File: config.mk
export PLATFORM = sky130hd
export DESIGN_NAME = command_line_word_splitter_core
export DESIGN_NICKNAME = d
export VERILOG_FILES = /design/src/sv/cwsp_pkg.sv /design/src/sv/cwsp_lexer.sv /design/src/sv/cwsp_result_queue.sv /design/src/sv/command_line_word_splitter_core.sv
export SDC_FILE = /design/constraint.sdc
export NUM_CORES = 1
export LEC_CHECK = 0
export BUFFER_PORTS_ARGS = -buffer_cell sky130_fd_sc_hd__buf_4
export CORE_MARGIN = 5
export CORE_UTILIZATION = 25
export DETAILED_ROUTE_END_ITERATION = 8
export PLACE_DENSITY_LB_ADDON = 0.3
export RECOVER_POWER = 50
export SLEW_MARGIN = 20
export SYNTH_ARGS = -nofsm -noshare
export SYNTH_HDL_FRONTEND = slang
export SYNTH_SLANG_ARGS = --single-unit
File: constraint.sdc
create_clock -name clock -period 10.4 [get_ports clock]
set_clock_uncertainty 0.15 [all_clocks]
set_input_delay 1.04 -clock clock [delete_from_list [all_inputs] [get_ports clock]]
set_output_delay 1.04 -clock clock [all_outputs]
set_load 0.1 [all_outputs]
File: src/sv/cwsp_pkg.sv
// ----------------------------------------------------------------------------
// cwsp_pkg
// Shared types, codes and constants of the command-line word splitter.
// ----------------------------------------------------------------------------
package cwsp_pkg;

   // Default longest line; byte positions saturate one below it.
   localparam int MAX_LINE_DEFAULT = 1024;

   // Result queue depth; it must hold two results beyond what is in flight.
   localparam int QUEUE_DEPTH = 4;
   localparam int QUEUE_PTR_W = $clog2(QUEUE_DEPTH);

   // Result kinds.
   localparam logic [1:0] KIND_BYTE     = 2'd0;
   localparam logic [1:0] KIND_WORD_END = 2'd1;
   localparam logic [1:0] KIND_LINE_OK  = 2'd2;
   localparam logic [1:0] KIND_LINE_ERR = 2'd3;

   // Error codes.
   localparam logic [1:0] ERR_NONE       = 2'd0;
   localparam logic [1:0] ERR_EMPTY_LINE = 2'd1;
   localparam logic [1:0] ERR_OPEN_DQ    = 2'd2;
   localparam logic [1:0] ERR_OPEN_SQ    = 2'd3;

   // Lexer modes.
   localparam logic [1:0] MODE_GAP  = 2'd0;
   localparam logic [1:0] MODE_WORD = 2'd1;
   localparam logic [1:0] MODE_DQ   = 2'd2;
   localparam logic [1:0] MODE_SQ   = 2'd3;

   // Characters of interest.
   localparam logic [7:0] CHAR_EOL       = 8'h00;
   localparam logic [7:0] CHAR_TAB       = 8'h09;
   localparam logic [7:0] CHAR_NEWLINE   = 8'h0A;
   localparam logic [7:0] CHAR_SPACE     = 8'h20;
   localparam logic [7:0] CHAR_DQUOTE    = 8'h22;
   localparam logic [7:0] CHAR_SQUOTE    = 8'h27;
   localparam logic [7:0] CHAR_BACKSLASH = 8'h5C;

   localparam logic [9:0]  WORDS_MAX      = 10'd1023;
   localparam logic [10:0] QUOTE_COL_MAX  = 11'd2047;

   typedef struct packed {
      logic [1:0]  kind;
      logic [7:0]  data_byte;
      logic [9:0]  word_count;
      logic [1:0]  err_code;
      logic [10:0] error_column;
      logic        last;
   } result_type;

   // Lexer state as seen from outside, for checking.
   typedef struct packed {
      logic [1:0] mode;
      logic       escape_pending;
      logic       words_zero;
      logic       position_zero;
   } lex_status_type;

   function automatic result_type make_result(input logic [1:0]  kind,
                                              input logic [7:0]  data_byte,
                                              input logic [9:0]  word_count,
                                              input logic [1:0]  err_code,
                                              input logic [10:0] error_column);
      result_type r;
      r.kind         = kind;
      r.data_byte    = data_byte;
      r.word_count   = word_count;
      r.err_code     = err_code;
      r.error_column = error_column;
      r.last         = 1'b0;
      return r;
   endfunction

   function automatic logic is_separator(input logic [7:0] c);
      return (c == CHAR_SPACE) || (c == CHAR_TAB) || (c == CHAR_NEWLINE);
   endfunction

endpackage

File: src/sv/cwsp_lexer.sv
// ----------------------------------------------------------------------------
// cwsp_lexer
// Line state and the decode of one byte into at most two results.
// ----------------------------------------------------------------------------
module cwsp_lexer #(
   parameter int MAX_LINE = cwsp_pkg::MAX_LINE_DEFAULT
) (
   input  logic                     clock,
   input  logic                     reset,
   input  logic                     fire,
   input  logic [7:0]               char_in,
   output logic [1:0]               res_num,
   output cwsp_pkg::result_type     res0,
   output cwsp_pkg::result_type     res1,
   output cwsp_pkg::lex_status_type status
);

   localparam int POS_W = $clog2(MAX_LINE);
   localparam logic [POS_W-1:0] POS_MAX = POS_W'(MAX_LINE - 1);

   logic [1:0]       mode_ff,   mode_in;
   logic             esc_ff,    esc_in;
   logic [POS_W-1:0] pos_ff,    pos_in;
   logic [10:0]      qcol_ff,   qcol_in;
   logic [9:0]       words_ff,  words_in;

   logic [31:0]      col_wide;
   logic [10:0]      col_sat;
   logic             special;
   cwsp_pkg::result_type r0, r1;

   assign col_wide = 32'(pos_ff) + 32'd1;
   assign col_sat  = (col_wide > 32'(cwsp_pkg::QUOTE_COL_MAX)) ?
                     cwsp_pkg::QUOTE_COL_MAX : col_wide[10:0];

   // Bytes that an outside-quote backslash yields alone.
   assign special = (char_in == cwsp_pkg::CHAR_DQUOTE) ||
                    (char_in == cwsp_pkg::CHAR_SQUOTE) ||
                    cwsp_pkg::is_separator(char_in);

   always_comb begin
      mode_in  = mode_ff;
      esc_in   = esc_ff;
      pos_in   = pos_ff;
      qcol_in  = qcol_ff;
      words_in = words_ff;
      res_num  = 2'd0;
      r0       = cwsp_pkg::make_result(cwsp_pkg::KIND_BYTE, 8'd0, 10'd0,
                                       cwsp_pkg::ERR_NONE, 11'd0);
      r1       = r0;

      if (char_in == cwsp_pkg::CHAR_EOL) begin
         res_num = 2'd1;
         if (mode_ff == cwsp_pkg::MODE_DQ) begin
            r0 = cwsp_pkg::make_result(cwsp_pkg::KIND_LINE_ERR, 8'd0, 10'd0,
                                       cwsp_pkg::ERR_OPEN_DQ, qcol_ff);
         end else if (mode_ff == cwsp_pkg::MODE_SQ) begin
            r0 = cwsp_pkg::make_result(cwsp_pkg::KIND_LINE_ERR, 8'd0, 10'd0,
                                       cwsp_pkg::ERR_OPEN_SQ, qcol_ff);
         end else if (pos_ff == '0 && mode_ff == cwsp_pkg::MODE_GAP) begin
            r0 = cwsp_pkg::make_result(cwsp_pkg::KIND_LINE_ERR, 8'd0, 10'd0,
                                       cwsp_pkg::ERR_EMPTY_LINE, 11'd0);
         end else if (mode_ff == cwsp_pkg::MODE_WORD) begin
            res_num = 2'd2;
            r0 = cwsp_pkg::make_result(cwsp_pkg::KIND_WORD_END, 8'd0, 10'd0,
                                       cwsp_pkg::ERR_NONE, 11'd0);
            r1 = cwsp_pkg::make_result(cwsp_pkg::KIND_LINE_OK, 8'd0, words_ff,
                                       cwsp_pkg::ERR_NONE, 11'd0);
         end else begin
            r0 = cwsp_pkg::make_result(cwsp_pkg::KIND_LINE_OK, 8'd0, words_ff,
                                       cwsp_pkg::ERR_NONE, 11'd0);
         end
         mode_in  = cwsp_pkg::MODE_GAP;
         esc_in   = 1'b0;
         pos_in   = '0;
         qcol_in  = 11'd0;
         words_in = 10'd0;
      end else begin
         if (mode_ff == cwsp_pkg::MODE_DQ) begin
            if (esc_ff) begin
               esc_in = 1'b0;
               if (char_in != cwsp_pkg::CHAR_DQUOTE) begin
                  res_num = 2'd2;
                  r0 = cwsp_pkg::make_result(cwsp_pkg::KIND_BYTE,
                                             cwsp_pkg::CHAR_BACKSLASH, 10'd0,
                                             cwsp_pkg::ERR_NONE, 11'd0);
                  r1 = cwsp_pkg::make_result(cwsp_pkg::KIND_BYTE, char_in, 10'd0,
                                             cwsp_pkg::ERR_NONE, 11'd0);
               end else begin
                  res_num = 2'd1;
                  r0 = cwsp_pkg::make_result(cwsp_pkg::KIND_BYTE, char_in, 10'd0,
                                             cwsp_pkg::ERR_NONE, 11'd0);
               end
            end else if (char_in == cwsp_pkg::CHAR_BACKSLASH) begin
               esc_in = 1'b1;
            end else if (char_in == cwsp_pkg::CHAR_DQUOTE) begin
               mode_in = cwsp_pkg::MODE_WORD;
            end else begin
               res_num = 2'd1;
               r0 = cwsp_pkg::make_result(cwsp_pkg::KIND_BYTE, char_in, 10'd0,
                                          cwsp_pkg::ERR_NONE, 11'd0);
            end
         end else if (mode_ff == cwsp_pkg::MODE_SQ) begin
            if (char_in == cwsp_pkg::CHAR_SQUOTE) begin
               mode_in = cwsp_pkg::MODE_WORD;
            end else begin
               res_num = 2'd1;
               r0 = cwsp_pkg::make_result(cwsp_pkg::KIND_BYTE, char_in, 10'd0,
                                          cwsp_pkg::ERR_NONE, 11'd0);
            end
         end else if (esc_ff) begin
            esc_in = 1'b0;
            if (!special) begin
               res_num = 2'd2;
               r0 = cwsp_pkg::make_result(cwsp_pkg::KIND_BYTE,
                                          cwsp_pkg::CHAR_BACKSLASH, 10'd0,
                                          cwsp_pkg::ERR_NONE, 11'd0);
               r1 = cwsp_pkg::make_result(cwsp_pkg::KIND_BYTE, char_in, 10'd0,
                                          cwsp_pkg::ERR_NONE, 11'd0);
            end else begin
               res_num = 2'd1;
               r0 = cwsp_pkg::make_result(cwsp_pkg::KIND_BYTE, char_in, 10'd0,
                                          cwsp_pkg::ERR_NONE, 11'd0);
            end
         end else if (cwsp_pkg::is_separator(char_in)) begin
            if (mode_ff == cwsp_pkg::MODE_WORD) begin
               res_num = 2'd1;
               r0 = cwsp_pkg::make_result(cwsp_pkg::KIND_WORD_END, 8'd0, 10'd0,
                                          cwsp_pkg::ERR_NONE, 11'd0);
               mode_in = cwsp_pkg::MODE_GAP;
            end
         end else begin
            if (mode_ff == cwsp_pkg::MODE_GAP) begin
               if (words_ff != cwsp_pkg::WORDS_MAX) begin
                  words_in = words_ff + 10'd1;
               end
               mode_in = cwsp_pkg::MODE_WORD;
            end
            if (char_in == cwsp_pkg::CHAR_BACKSLASH) begin
               esc_in = 1'b1;
            end else if (char_in == cwsp_pkg::CHAR_DQUOTE) begin
               qcol_in = col_sat;
               mode_in = cwsp_pkg::MODE_DQ;
            end else if (char_in == cwsp_pkg::CHAR_SQUOTE) begin
               qcol_in = col_sat;
               mode_in = cwsp_pkg::MODE_SQ;
            end else begin
               res_num = 2'd1;
               r0 = cwsp_pkg::make_result(cwsp_pkg::KIND_BYTE, char_in, 10'd0,
                                          cwsp_pkg::ERR_NONE, 11'd0);
            end
         end
         if (pos_ff != POS_MAX) begin
            pos_in = pos_ff + 1'b1;
         end
      end

      r0.last = (res_num == 2'd1);
      r1.last = (res_num == 2'd2);
   end

   assign res0 = r0;
   assign res1 = r1;

   always_ff @(posedge clock) begin
      if (reset) begin
         mode_ff  <= cwsp_pkg::MODE_GAP;
         esc_ff   <= 1'b0;
         pos_ff   <= '0;
         qcol_ff  <= 11'd0;
         words_ff <= 10'd0;
      end else if (fire) begin
         mode_ff  <= mode_in;
         esc_ff   <= esc_in;
         pos_ff   <= pos_in;
         qcol_ff  <= qcol_in;
         words_ff <= words_in;
      end
   end

   assign status.mode           = mode_ff;
   assign status.escape_pending = esc_ff;
   assign status.words_zero     = (words_ff == 10'd0);
   assign status.position_zero  = (pos_ff == '0);

endmodule

File: src/sv/cwsp_result_queue.sv
// ----------------------------------------------------------------------------
// cwsp_result_queue
// Small result queue taking up to two results a cycle and giving one.
// ----------------------------------------------------------------------------
module cwsp_result_queue (
   input  logic                 clock,
   input  logic                 reset,
   input  logic [1:0]           push_num,
   input  cwsp_pkg::result_type push0,
   input  cwsp_pkg::result_type push1,
   input  logic                 pop,
   output logic                 room,
   output logic                 head_valid,
   output cwsp_pkg::result_type head
);

   localparam int PW = cwsp_pkg::QUEUE_PTR_W;

   cwsp_pkg::result_type entry_ff [cwsp_pkg::QUEUE_DEPTH];
   logic [PW-1:0] wr_ptr_ff, wr_ptr_in;
   logic [PW-1:0] rd_ptr_ff, rd_ptr_in;
   logic [PW:0]   count_ff,  count_in;

   // Room for a full pair of results, independent of the pop this cycle.
   assign room       = count_ff <= (PW+1)'(cwsp_pkg::QUEUE_DEPTH - 2);
   assign head_valid = count_ff != '0;
   assign head       = entry_ff[rd_ptr_ff];

   assign wr_ptr_in = wr_ptr_ff + PW'(push_num);
   assign rd_ptr_in = rd_ptr_ff + PW'(pop);
   assign count_in  = count_ff + (PW+1)'(push_num) - (PW+1)'(pop);

   always_ff @(posedge clock) begin
      if (push_num != 2'd0) begin
         entry_ff[wr_ptr_ff] <= push0;
      end
      if (push_num == 2'd2) begin
         entry_ff[wr_ptr_ff + PW'(1)] <= push1;
      end
   end

   always_ff @(posedge clock) begin
      if (reset) begin
         wr_ptr_ff <= '0;
         rd_ptr_ff <= '0;
         count_ff  <= '0;
      end else begin
         wr_ptr_ff <= wr_ptr_in;
         rd_ptr_ff <= rd_ptr_in;
         count_ff  <= count_in;
      end
   end

endmodule

File: src/sv/command_line_word_splitter_core.sv
// ----------------------------------------------------------------------------
// command_line_word_splitter_core
// Shell-style splitter of a command line into words, one byte per beat.
// ----------------------------------------------------------------------------
//
//   Channel   Direction  Handshake            Payload
//   req_      in         req_valid/req_stall  req_char_in
//   rsp_      out        rsp_valid/rsp_stall  rsp_kind, rsp_data_byte,
//                                             rsp_word_count, rsp_err_code,
//                                             rsp_error_column, rsp_last
//
// A byte beat is taken every cycle while results drain at the same pace.
// Each byte passes through an input register, is decoded against the line
// state and its zero, one or two results are written into a four-entry
// result queue, from whose head the first result is then offered; a full
// queue holds the byte in the input register. A byte yielding two results
// offers them one after the other, so the sustained rate is one result
// beat per cycle on the rsp_ side while rsp_stall is low. Reset is
// synchronous and returns the line state to between words.
// A stall on the rsp_ side backs up through the queue to req_stall once
// fewer than two queue entries are free.

module command_line_word_splitter_core #(
   parameter int MAX_LINE = cwsp_pkg::MAX_LINE_DEFAULT
) (
   input  logic        clock,
   input  logic        reset,
   input  logic        req_valid,
   output logic        req_stall,
   input  logic [7:0]  req_char_in,
   output logic        rsp_valid,
   input  logic        rsp_stall,
   output logic [1:0]  rsp_kind,
   output logic [7:0]  rsp_data_byte,
   output logic [9:0]  rsp_word_count,
   output logic [1:0]  rsp_err_code,
   output logic [10:0] rsp_error_column,
   output logic        rsp_last
);

   // Input register: holds the byte until the queue can take its results.
   logic        in_valid_ff, in_valid_in;
   logic [7:0]  char_ff;
   logic        req_take;
   logic        fire;
   logic        room;
   logic        pop;

   logic [1:0]               res_num;
   cwsp_pkg::result_type     res0, res1;
   cwsp_pkg::result_type     head;
   cwsp_pkg::lex_status_type status;

   // The byte in the input register is decoded once the queue has room
   // for the largest possible pair of results.
   assign fire      = in_valid_ff && room;
   assign req_stall = in_valid_ff && !room;
   assign req_take  = req_valid && !req_stall;

   assign in_valid_in = req_take || (in_valid_ff && !fire);

   always_ff @(posedge clock) begin
      if (reset) begin
         in_valid_ff <= 1'b0;
      end else begin
         in_valid_ff <= in_valid_in;
      end
   end

   always_ff @(posedge clock) begin
      if (req_take) begin
         char_ff <= req_char_in;
      end
   end

   cwsp_lexer #(
      .MAX_LINE (MAX_LINE)
   ) u_lexer (
      .clock   (clock),
      .reset   (reset),
      .fire    (fire),
      .char_in (char_ff),
      .res_num (res_num),
      .res0    (res0),
      .res1    (res1),
      .status  (status)
   );

   // Results are only pushed when the byte is actually consumed.
   assign pop = rsp_valid && !rsp_stall;

   cwsp_result_queue u_queue (
      .clock      (clock),
      .reset      (reset),
      .push_num   (fire ? res_num : 2'd0),
      .push0      (res0),
      .push1      (res1),
      .pop        (pop),
      .room       (room),
      .head_valid (rsp_valid),
      .head       (head)
   );

   assign rsp_kind         = head.kind;
   assign rsp_data_byte    = head.data_byte;
   assign rsp_word_count   = head.word_count;
   assign rsp_err_code     = head.err_code;
   assign rsp_error_column = head.error_column;
   assign rsp_last         = head.last;

   // A line-end result is always the final result of its byte.
   a_line_end_last : assert property (@(posedge clock) disable iff (reset)
      (rsp_valid && (rsp_kind == cwsp_pkg::KIND_LINE_OK ||
                     rsp_kind == cwsp_pkg::KIND_LINE_ERR)) |-> rsp_last)
      else $error("line-end result not marked last");

   // A consumed end-of-line byte leaves a clean line state behind.
   a_line_cleared : assert property (@(posedge clock) disable iff (reset)
      (fire && char_ff == cwsp_pkg::CHAR_EOL) |=>
         (status.mode == cwsp_pkg::MODE_GAP && !status.escape_pending &&
          status.words_zero && status.position_zero))
      else $error("line state not cleared after end of line");

   // A pending escape only exists inside a word or a double-quoted part.
   a_escape_mode : assert property (@(posedge clock) disable iff (reset)
      status.escape_pending |->
         (status.mode == cwsp_pkg::MODE_WORD || status.mode == cwsp_pkg::MODE_DQ))
      else $error("escape pending outside a word");

   // Only byte results carry a data byte.
   a_data_zero : assert property (@(posedge clock) disable iff (reset)
      (rsp_valid && rsp_kind != cwsp_pkg::KIND_BYTE) |-> (rsp_data_byte == 8'd0))
      else $error("data byte set on a non-byte result");

endmodule
After elaboration in Yosys (flattened, before gate mapping)
Memories as Yosys holds them, arrays and structs flattened. A register that Yosys moved wholly into a read port is not among the register bits.
Cells that the tools add are included.
{ "classes": {"addsub": 8, "order_cmp": 2, "eq_ne": 27, "n_mux": 92, "reduce_logical": 29} }
{ "ops": {"columns": ["operator", "count"], "rows": [
  ["34-bit 2-to-1 mux", 22],
  ["32-bit 2-to-1 mux", 6],
  ["11-bit 2-to-1 mux", 9],
  ["10-bit 2-to-1 mux", 9],
  ["2-bit 2-to-1 mux", 30],
  ["33-bit 2-to-1 mux", 1],
  ["32-bit by 11-bit > comparator with 1-bit output, second input constant", 1],
  ["8-bit by 6-bit equality test with 1-bit output, second input constant", 3],
  ["7-bit AND reduction", 3],
  ["10-bit by 1-bit adder with 10-bit output, second input constant", 2],
  ["10-bit != test, second input constant", 2],
  ["8-bit by 4-bit equality test with 1-bit output, second input constant", 2],
  ["1-bit 2-to-1 mux", 15],
  ["10-bit by 1-bit adder with 11-bit output, second input constant", 1],
  ["10-bit zero test", 1],
  ["2-bit equality test, second input constant", 4],
  ["8-bit by 7-bit equality test with 1-bit output, second input constant", 1],
  ["8-bit zero test", 1],
  ["8-bit by 6-bit != test with 1-bit output, second input constant", 1],
  ["2-bit nonzero test", 4],
  ["1-bit logical AND", 6],
  ["2-bit by 1-bit != test with 1-bit output, second input constant", 3],
  ["3-bit by 2-bit != test with 1-bit output, second input constant", 2],
  ["3-bit != test, second input constant", 2],
  ["16 further kinds", 27]
]} }
{ "totals": {"reg_bits": 50, "mem_bits_rw": 136, "input_bits": 12, "elab_cells": 169, "mem_count": 1} }
{ "mem_list": {"columns": ["memory", "words", "width", "read_ports", "rd_clocked_by_memory_dff", "write_ports", "line", "text"], "rows": [
  ["u_queue.entry_ff", 4, 34, 1, 1, 2, "cwsp_result_queue.sv:19", "cwsp_pkg::result_type entry_ff [cwsp_pkg::QUEUE_DEPTH];"]
]} }

Depth between registers and ports, before layout
Gate-level depths: netlist of run 1.
{ "logic_depth": {"ltp_word": 13, "ltp_mapped": 16} }

Cells and area by module
A second synthesis of run 1 with hierarchy kept.
{ "unflattened": {"hier_cells": 778, "hier_area_um2": 10161.0} }
{ "modules_own_cells": {"columns": ["module", "n_inst", "cells_each", "area_per_inst_um2", "seq_area_each_um2"], "rows": [
  ["cwsp_result_queue", 1, 372, 6986.7, 4224.1],
  ["cwsp_lexer", 1, 390, 2859.0, 680.7],
  ["command_line_word_splitter_core", 1, 16, 315.3, 260.2]
]} }

Worst setup path before layout of run 1
No wires, ideal clock.
{ "synth_timing": {"path_type": "reg2reg", "start": "register char_ff[3]", "end": "register u_queue.count_ff[2]", "setup_ns": 0.128, "t_arrival_ns": 3.014, "t_required_ns": 10.122, "slack_ns": 7.109, "stages_incl_launch_ff": 16, "cell_sequence": "edfxtp_1 buf_4 and4b_4 and2_4 o21ai_2 a221oi_1 a21o_1 buf_6 nand3_1 ha_1 inv_1 ha_1 fa_1 xor2_1 xnor2_1 nor2_1"} }
{ "synth_between": {"elab_chain_cells": 12, "word_cells_on_any_way": 28} }
{ "synth_rtl": {"columns": ["element", "line", "text"], "rows": [
  ["start: declaration", "command_line_word_splitter_core.sv:43", "logic [7:0] char_ff;"],
  ["start signal: assignment", "command_line_word_splitter_core.sv:72", "char_ff <= req_char_in;"],
  ["8-bit by 6-bit equality test with 1-bit output, or another cell as far along", "cwsp_lexer.sv:38, cwsp_lexer.sv:104, cwsp_lexer.sv:144", null],
  ["1-bit 2-to-1 mux / 1-bit logical OR (equally long branches)", "cwsp_lexer.sv:104, cwsp_lexer.sv:144, cwsp_pkg.sv:77", null],
  ["1-bit 2-to-1 mux / 1-bit logical OR (equally long branches)", "cwsp_lexer.sv:141, cwsp_pkg.sv:77", null],
  ["2-bit 2-to-1 mux / 1-bit logical OR (equally long branches)", "cwsp_lexer.sv:139, cwsp_lexer.sv:38", null],
  ["2-bit 2-to-1 mux (on tied branches)", "cwsp_lexer.sv:125, cwsp_lexer.sv:113", null],
  ["2-bit 2-to-1 mux", "cwsp_lexer.sv:111", "end else if (esc_ff) begin"],
  ["2-bit 2-to-1 mux", "cwsp_lexer.sv:103", "end else if (mode_ff == cwsp_pkg::MODE_SQ) begin"],
  ["2-bit 2-to-1 mux", "cwsp_lexer.sv:79", "if (mode_ff == cwsp_pkg::MODE_DQ) begin"],
  ["2-bit 2-to-1 mux (*)", "cwsp_lexer.sv:52", "if (char_in == cwsp_pkg::CHAR_EOL) begin"],
  ["2-bit 2-to-1 mux (*)", "command_line_word_splitter_core.sv:95", ".push_num (fire ? res_num : 2'd0),"],
  ["3-bit by 2-bit adder with 3-bit output (*)", "cwsp_result_queue.sv:31", "assign count_in = count_ff + (PW+1)'(push_num) - (PW+1)'(pop);"],
  ["3-bit by 1-bit subtractor with 3-bit output (*)", "cwsp_result_queue.sv:31", null],
  ["end signal: assignment", "cwsp_result_queue.sv:50", "count_ff <= count_in;"],
  ["end: declaration", "cwsp_result_queue.sv:22", "logic [PW:0] count_ff, count_in;"]
]} }
Every way passes the cells marked *; elsewhere a longest branch is shown, timed or not.
A chain may end at the register's enable or synchronous reset.

==> results of run 1 <==
how the worst max path moves through the flow:
stage / startpoint / to / slack [ns] / cells after the start
after floorplan: char_ff[3]$_DFFE_PP_ / u_queue.count_ff[2]$_SDFF_PP0_ / 7.11 / 15
after global placement: char_ff[7]$_DFFE_PP_ / u_queue.entry_ff[2][20]$_DFFE_PP_ / 5.88 / 7
after detailed placement: char_ff[7]$_DFFE_PP_ / u_queue.entry_ff[2][21]$_DFFE_PP_ / 5.81 / 7
after CTS: char_ff[7]$_DFFE_PP_ / u_queue.entry_ff[2][18]$_DFFE_PP_ / 5.79 / 7
after global routing: char_ff[7]$_DFFE_PP_ / u_queue.entry_ff[1][6]$_SDFFE_PP0N_ / 3.77 / 8
final: char_ff[6]$_DFFE_PP_ / u_queue.entry_ff[1][24]$_DFFE_PP_ / 4.32 / 7
cell families after synthesis:
family	after synthesis	synth area share (%)
and+or+nand+nor	289	16.36
xor gates and xnor gates	22	2.131
DFF	186	50.93
muxes	80	13.56
adders and majority gates	9	1.329
AOI/OAI and AO/OA	158	11.31
buffers and inverters	86	4.387
layout make-up:
cell class              count  area share, %
clock buffers              22          4.789
clock inverters            10          1.206
well taps                 461          5.675
repair buffers             53          2.364
flip-flops and latches    186          45.33
multi-input cells         558          39.68
inverters                  26         0.9602
power breakdown:
group          total, W  switching [W]  internal, W  leakage, nW
Clock          0.000674       0.000287     0.000387        0.301
Combinational  0.000671       0.000508     0.000163         1.62
Sequential     0.000870      0.0000472     0.000823         1.62
Total           0.00221       0.000842      0.00137         3.54
sequential cells by signal, indices dropped and copies added, names as in the netlist:
register           cells
in_valid_ff            1
u_queue.count_ff       3
u_lexer.qcol_ff       11
u_lexer.esc_ff         1
u_lexer.words_ff      10
u_lexer.mode_ff        2
u_queue.rd_ptr_ff      2
u_lexer.pos_ff        10
char_ff                8
u_queue.wr_ptr_ff      2
u_queue.entry_ff     136
layout by cell type (no fill, tap or decap), drive strengths merged, types with 32 or more instances in the layout:
cell type / netlist / final
o21ai: 33 / 33
nor2: 55 / 55
nand2: 93 / 93
inv: 26 / 32
dfxtp: 98 / 98
clkbuf: 33 / 71
and2: 34 / 34
o22ai: 49 / 49
mux4: 34 / 34
edfxtp: 88 / 88
a21oi: 35 / 35
mux2i: 46 / 46
worst reg2reg max path: stages (launching register included):
cell	delay, ns
edfxtp_1	0.51
nor3_1	1.21
and3_1	0.31
clkbuf_1	1.18
a211o_1	0.25
a31oi_1	0.13
a211oi_4	0.22
clkbuf_1	1.67
Yosys cell counts, drive strengths merged (3+ instances only):
master / count / share of area [%]
buf: 27 / 1.9
nor3: 17 / 1.2
nor2: 55 / 2.3
o21ai: 33 / 2.3
a21oi: 35 / 1.9
nor4: 7 / 0.62
ha: 8 / 1.1
nand3b: 9 / 0.75
a31oi: 7 / 0.48
xnor2: 16 / 1.5
nand4: 7 / 0.48
mux2i: 46 / 5.1
a21o: 7 / 0.58
dfxtp: 98 / 22
and3: 8 / 0.55
or2: 3 / 0.21
and2: 34 / 2.4
o22ai: 49 / 3.4
nor4b: 4 / 0.39
nand2: 93 / 3.9
mux4: 34 / 8.5
nor2b: 21 / 1.5
edfxtp: 88 / 29
clkbuf: 33 / 1.4
inv: 26 / 1.1
nand3: 17 / 0.94
or3: 3 / 0.21
xor2: 6 / 0.58
per-stage QoR:
step	instances	setup WS, ns	area (um^2)
global placement	1284	5.878	9727
global route	1316	3.774	10160
CTS	1316	5.794	10340
detailed placement	1284	5.810	9727
finish	1316	4.317	10160
floorplan	830	7.109	9041
metal layers:
layer	routed length (um)	part of all wire (%)	vias up
li1	-	-	3074
met1	11420	48	3102
met2	10970	46	144
met3	897	3.8	18
met4	335	1.4	0
met5	0	0	-
==> summary.txt, run 1 <==
Routing
  – Pre-antenna DRT Iters: 5
  – WL per Instance: 17.96 um
  – DRT iter0 DRCs: 381
  – Drt drc: 0
  – DRT antenna net count: 0
  – Vias per inst: 4.816
  – DR vias: 6338
  – Routed Wire Length: 23630 um

Worst hold path
  – Hold wc startpoint: u_queue.entry_ff[0][2]$_SDFFE_PP0P_
  – Hold Path Class: reg2reg
  – Worst Hold End: u_queue.entry_ff[0][2]$_SDFFE_PP0P_
  – Hold depth: 2

Timing
  – Slew @ Worst Pin: 3.146 ns
  – RSZ-0062 raised after global routing: no
  – Period utilization: 58.49%
  – F_max: 164.4 MHz
  – Max_slew headroom: -109.7%
  – Pins Over Slew Limit: 143
  – Final setup fails: 0
  – Tmin final: 6.083 ns
  – Fin Setup TNS: 0 ns
  – Hold Violations, Final: 0
  – Worst hold slack: 0.3085 ns

Setup path
  – Crit path kind: reg2reg
  – Worst-path cell chain: nor3_1 -> and3_1 -> clkbuf_1 -> a211o_1 -> a31oi_1 -> a211oi_4 -> clkbuf_1
  – Reg-to-Reg Start: char_ff[6]$_DFFE_PP_
  – Critical path's most frequent cell: clkbuf_1
  – Worst EP arrival: 5.94 ns
  – Flop2flop setup slack: 4.32 ns
  – CP delay by family, top: buffers and inverters
  – WP data required: 10.25 ns
  – Reg2reg path depth: 7
  – Critical-path top delay cell: clkbuf_1
  – CP Launch Type: flop
  – Crit path buf inv count: 2
  – Reg-to-reg endpoint: u_queue.entry_ff[1][24]$_DFFE_PP_
  – Slowest stage delay, CP: 1.67 ns
  – Setup crit end kind: flop
  – Worst-path maximum fanout: 35

Yosys
  – Async S/R FF share, synth: 0%
  – Synth unique cells: 69
  – Synth Flop Type: dfxtp_1
  – Netlist Area Pre-Place: 9041 um^2
  – Seq cells post-synth: 186
  – EDFF count, synth: 88
  – Register area share after synthesis: 50.93%
  – Mapped Nets: 851
  – Synth Area per Inst: 10.89 um^2
  – Warnings from Yosys: 0
  – Cells after Synth: 830

Die
  – Die height: 200.2 um
  – IO Count: 48
  – Core Footprint: 35660 um^2
  – Die area: 40070 um^2
  – Core Rows: 69
  – Die W: 200.2 um
  – Initial core utilization: 25.36%

Clock network
  – Root Driver: clkbuf_16
  – Total CTS buffers: 17
  – CTS tree: yes
  – Clk buf depth: 2
  – CTS resizes: 0
  – Num Clock Sinks: 186
  – H-Tree Depth: 4
  – Skew-Pair Late Insertion Delay: 0.43 ns
  – Worst-path clk slew: 0.07 ns
  – Setup Buffers After CTS: 0
  – Hold-fix buffers, CTS: 0

Layout
  – # diodes: 0
  – Layout Nets: 863
  – Sequential cell area: 4607 um^2
  – Area Overhead vs Synth: 12.41%
  – Area of the multi-input gates: 4033 um^2
  – Filler cells: 3706
  – Fraction of layout instances using a drive strength above 1: 10.99%
  – Final core utilization: 28.50%

Place
  – Post-DP HPWL: 15940 um
  – GPL Wtd Cong: 0.8828
  – Port Buffer Count: 47

Power and ir drop
  – Total power: 0.002215 W
  – Leak pwr: 3.539 nW
  – Pwr Density: 217.9 nW/um^2
  – Max rail drop VDD: 0.1223 mV

Status
  – Violated checks: capacitance limit, slew limit
  – Status: finished, violations left

Global route
  – First-pass GRT wire length: 37610 um
  – GRT Resource Usage Total: 11.72%
  – Most Crowded Layer GR: met2
  – GR met1 Demand/Resource: 16.60%
  – Initial antenna violation count: 0
  – Global routing usage on met3: 1.843%
  – Vias in the first global route: 6368
  – GR Util met2: 18.69%
  – Largest net degree at the start of global routing: 36
  – Gr ovfl total: 0

Flow run
  – Number of max-cap violations: 5
Note: power is estimated with default switching activity, not from simulation.
==> run 2, diff against run 1 <==
==> constraint.sdc (replaced) <==
create_clock -name clock -period 4.95 [get_ports clock]
set_clock_uncertainty 0.15 [all_clocks]
set_input_delay 0.495 -clock clock [delete_from_list [all_inputs] [get_ports clock]]
set_output_delay 0.495 -clock clock [all_outputs]
set_load 0.1 [all_outputs]
==> run 2 against run 1 <==
Cell area rose by 1.1%; count of clock-buffer cells in the layout fell by 2; combinational power rose by 110%; flip-flop and latch count did not move; the flow still finishes with violations (capacitance limit, slew limit); sequential share of layout area fell by 0.49 points; setup slack got worse by 3.6 ns; total power rose by 110%; first-iteration DRC count rose by 4.5%; clock power rose by 100%.
==> summary.txt, run 2 (synthesis gave the netlist of run 1 again) <==
Status
  – Status: finished, violations left (unchanged)
  – Violated checks: capacitance limit, slew limit (unchanged)

Die
  – Die height: 200.2 um (unchanged)
  – Die W: 200.2 um (unchanged)
  – Core Rows: 69 (unchanged)
  – Die area: 40070 um^2 (unchanged)
  – IO Count: 48 (unchanged)
  – Initial core utilization: 25.36% (unchanged)
  – Core Footprint: 35660 um^2 (unchanged)

Routing
  – Routed Wire Length: 24180 um (was 23630 um)
  – DR vias: 6479 (was 6338)
  – Drt drc: 0 (unchanged)
  – DRT iter0 DRCs: 398 (was 381)
  – WL per Instance: 18.18 um (was 17.96 um)
  – Pre-antenna DRT Iters: 5 (unchanged)
  – Vias per inst: 4.871 (was 4.816)
  – DRT antenna net count: 0 (unchanged)

Layout
  – Largest registers: u_queue.entry_ff x136, u_lexer.qcol_ff x11 (unchanged)
  – Area Overhead vs Synth: 13.60% (was 12.41%)
  – # diodes: 0 (unchanged)
  – Final instance area: 10270 um^2 (was 10160 um^2)
  – Layout Nets: 878 (was 863)
  – Largest Register: u_queue.entry_ff (unchanged)
  – Commonest non-fill, non-tap cells in the layout: dfxtp_1 (97), nand2_1 (93), edfxtp_1 (88) (was dfxtp_1 (96), nand2_1 (93), edfxtp_1 (88))
  – Final core utilization: 28.81% (was 28.50%)
  – Final Non-Filler Cells: 1330 (was 1316)
  – Most common cell after layout, fill and taps aside: dfxtp_1 (unchanged)
  – Max reg flops: 136 (unchanged)
  – Fraction of layout instances using a drive strength above 1: 13.69% (was 10.99%)

Clock network
  – CTS resizes: 0 (unchanged)
  – CTS tree: yes (unchanged)
  – Worst-path clk slew: 0.07 ns (about the same)
  – Hold-fix buffers, CTS: 0 (unchanged)
  – Setup Buffers After CTS: 0 (unchanged)
  – Root Driver: clkbuf_16 (unchanged)
  – Clk buf depth: 2 (unchanged)
  – Total CTS buffers: 17 (unchanged)
  – H-Tree Depth: 4 (unchanged)
  – Num Clock Sinks: 186 (unchanged)
  – Skew-Pair Late Insertion Delay: 0.44 ns (was 0.43 ns)

Global route
  – GRT Resource Usage Total: 12.10% (was 11.72%)
  – Vias in the first global route: 6513 (was 6368)
  – First-pass GRT wire length: 38830 um (was 37610 um)
  – Initial antenna violation count: 0 (unchanged)
  – Gr ovfl total: 0 (unchanged)
  – Largest net degree at the start of global routing: 36 (unchanged)

Setup path
  – Flop2flop setup slack: 0.72 ns (was 4.32 ns)
  – Worst-path cell chain: nor3_4 -> nand3_1 -> a31oi_1 -> o21ai_0 -> o21ai_4 -> clkbuf_1 -> mux2i_1 (was nor3_1 -> and3_1 -> clkbuf_1 -> a211o_1 -> a31oi_1 -> a211oi_4 -> clkbuf_1)
  – Worst EP arrival: 4.44 ns (was 5.94 ns)
  – Setup crit end kind: flop (unchanged)
  – Reg2reg path depth: 7 (unchanged)
  – CP Launch Type: flop (unchanged)
  – WP data required: 5.16 ns (was 10.25 ns)
  – Critical-path top delay cell: clkbuf_1 (unchanged)
  – Slowest stage delay, CP: 0.80 ns (was 1.67 ns)
  – Crit path kind: reg2reg (unchanged)
  – Worst-path maximum fanout: 15 (was 35)

Timing
  – F_max: 236.5 MHz (was 164.4 MHz)
  – Slew @ Worst Pin: 1.663 ns (was 3.146 ns)
  – Fin Setup TNS: 0 ns (unchanged)
  – Final setup fails: 0 (unchanged)
  – Tmin final: 4.229 ns (was 6.083 ns)
  – RSZ-0062 raised after global routing: no (unchanged)
  – Max_slew headroom: -11.02% (was -109.7%)
  – Period utilization: 85.43% (was 58.49%)
  – Hold Violations, Final: 0 (unchanged)
  – Pins Over Slew Limit: 59 (was 143)

Worst hold path
  – Hold depth: 1 (was 2)
  – Hold Path Class: in2reg (was reg2reg)

Power and ir drop
  – Leak pwr: 3.658 nW (was 3.539 nW)
  – Pwr Density: 449.8 nW/um^2 (was 217.9 nW/um^2)
  – Max rail drop VDD: 0.2177 mV (was 0.1223 mV)

Place
  – Port Buffer Count: 47 (unchanged)
  – # placed instances: 1299 (was 1284)
  – GPL Wtd Cong: 0.8253 (was 0.8828)
  – Area post-placement: 9839 um^2 (was 9727 um^2)
  – Post-DP HPWL: 16250 um (was 15940 um)

Flow run
  – Number of max-cap violations: 2 (was 5)
[run 2: area by class of cell]
type / instances / area (um^2)
sequential: 186 / 4606
clock buffer: 20 / 489.2
tap: 461 / 576.8
inverter: 26 / 97.59
clock inverter: 11 / 97.59
timing repair buffer: 68 / 356.6
fill: 3674 / 25380
multi-input combinational: 558 / 4048
[run 2: layer usage]
metal  global-route usage, %  share of wire (%)
met5                       0                  0
met4                   3.369                1.4
met3                   2.409                4.7
met2                   19.15                 46
met1                   16.97                 48
[run 2: worst max-delay path: cells and delay by family (launching register included)]
kind,cells,cell delay (ns)
compound gates,3,1.31
simple gates,2,1.06
buf+inv,1,0.80
flops,1,0.55
mux,1,0.27
[run 2: where the power goes]
| group | switching, W | leakage (nW) | internal [W] |
|---|---|---|---|
| sequential | 0.000146 | 1.63 | 0.00173 |
| clock | 0.000636 | 0.295 | 0.000731 |
| combinational | 0.00103 | 1.73 | 0.000353 |
[run 2: stage by stage]
stage | setup WS (ns) | total power, W | hold WS, ns
6_report | 0.7213 | 0.004620 | 0.09845
5_1_grt | 0.5216 | 0.004820 | 0.07919
4_1_cts | 1.012 | 0.004754 | 0.05816
3_5_place_dp | 1.034 | 0.003385 | 0.3000
3_3_place_gp | 1.086 | 0.003382 | 0.2924
2_1_floorplan | 1.659 | 0.003055 | 0.2851
[run 2: path summary, 6_finish.rpt]
path                              startpoint                                    to
min                           req_char_in[6]                  char_ff[6]$_DFFE_PP_
max                     char_ff[7]$_DFFE_PP_  u_queue.entry_ff[3][13]$_SDFFE_PP0N_
max reg2reg             char_ff[7]$_DFFE_PP_  u_queue.entry_ff[3][13]$_SDFFE_PP0N_
min reg2reg  u_lexer.qcol_ff[1]$_SDFFE_PP0P_       u_lexer.qcol_ff[1]$_SDFFE_PP0P_
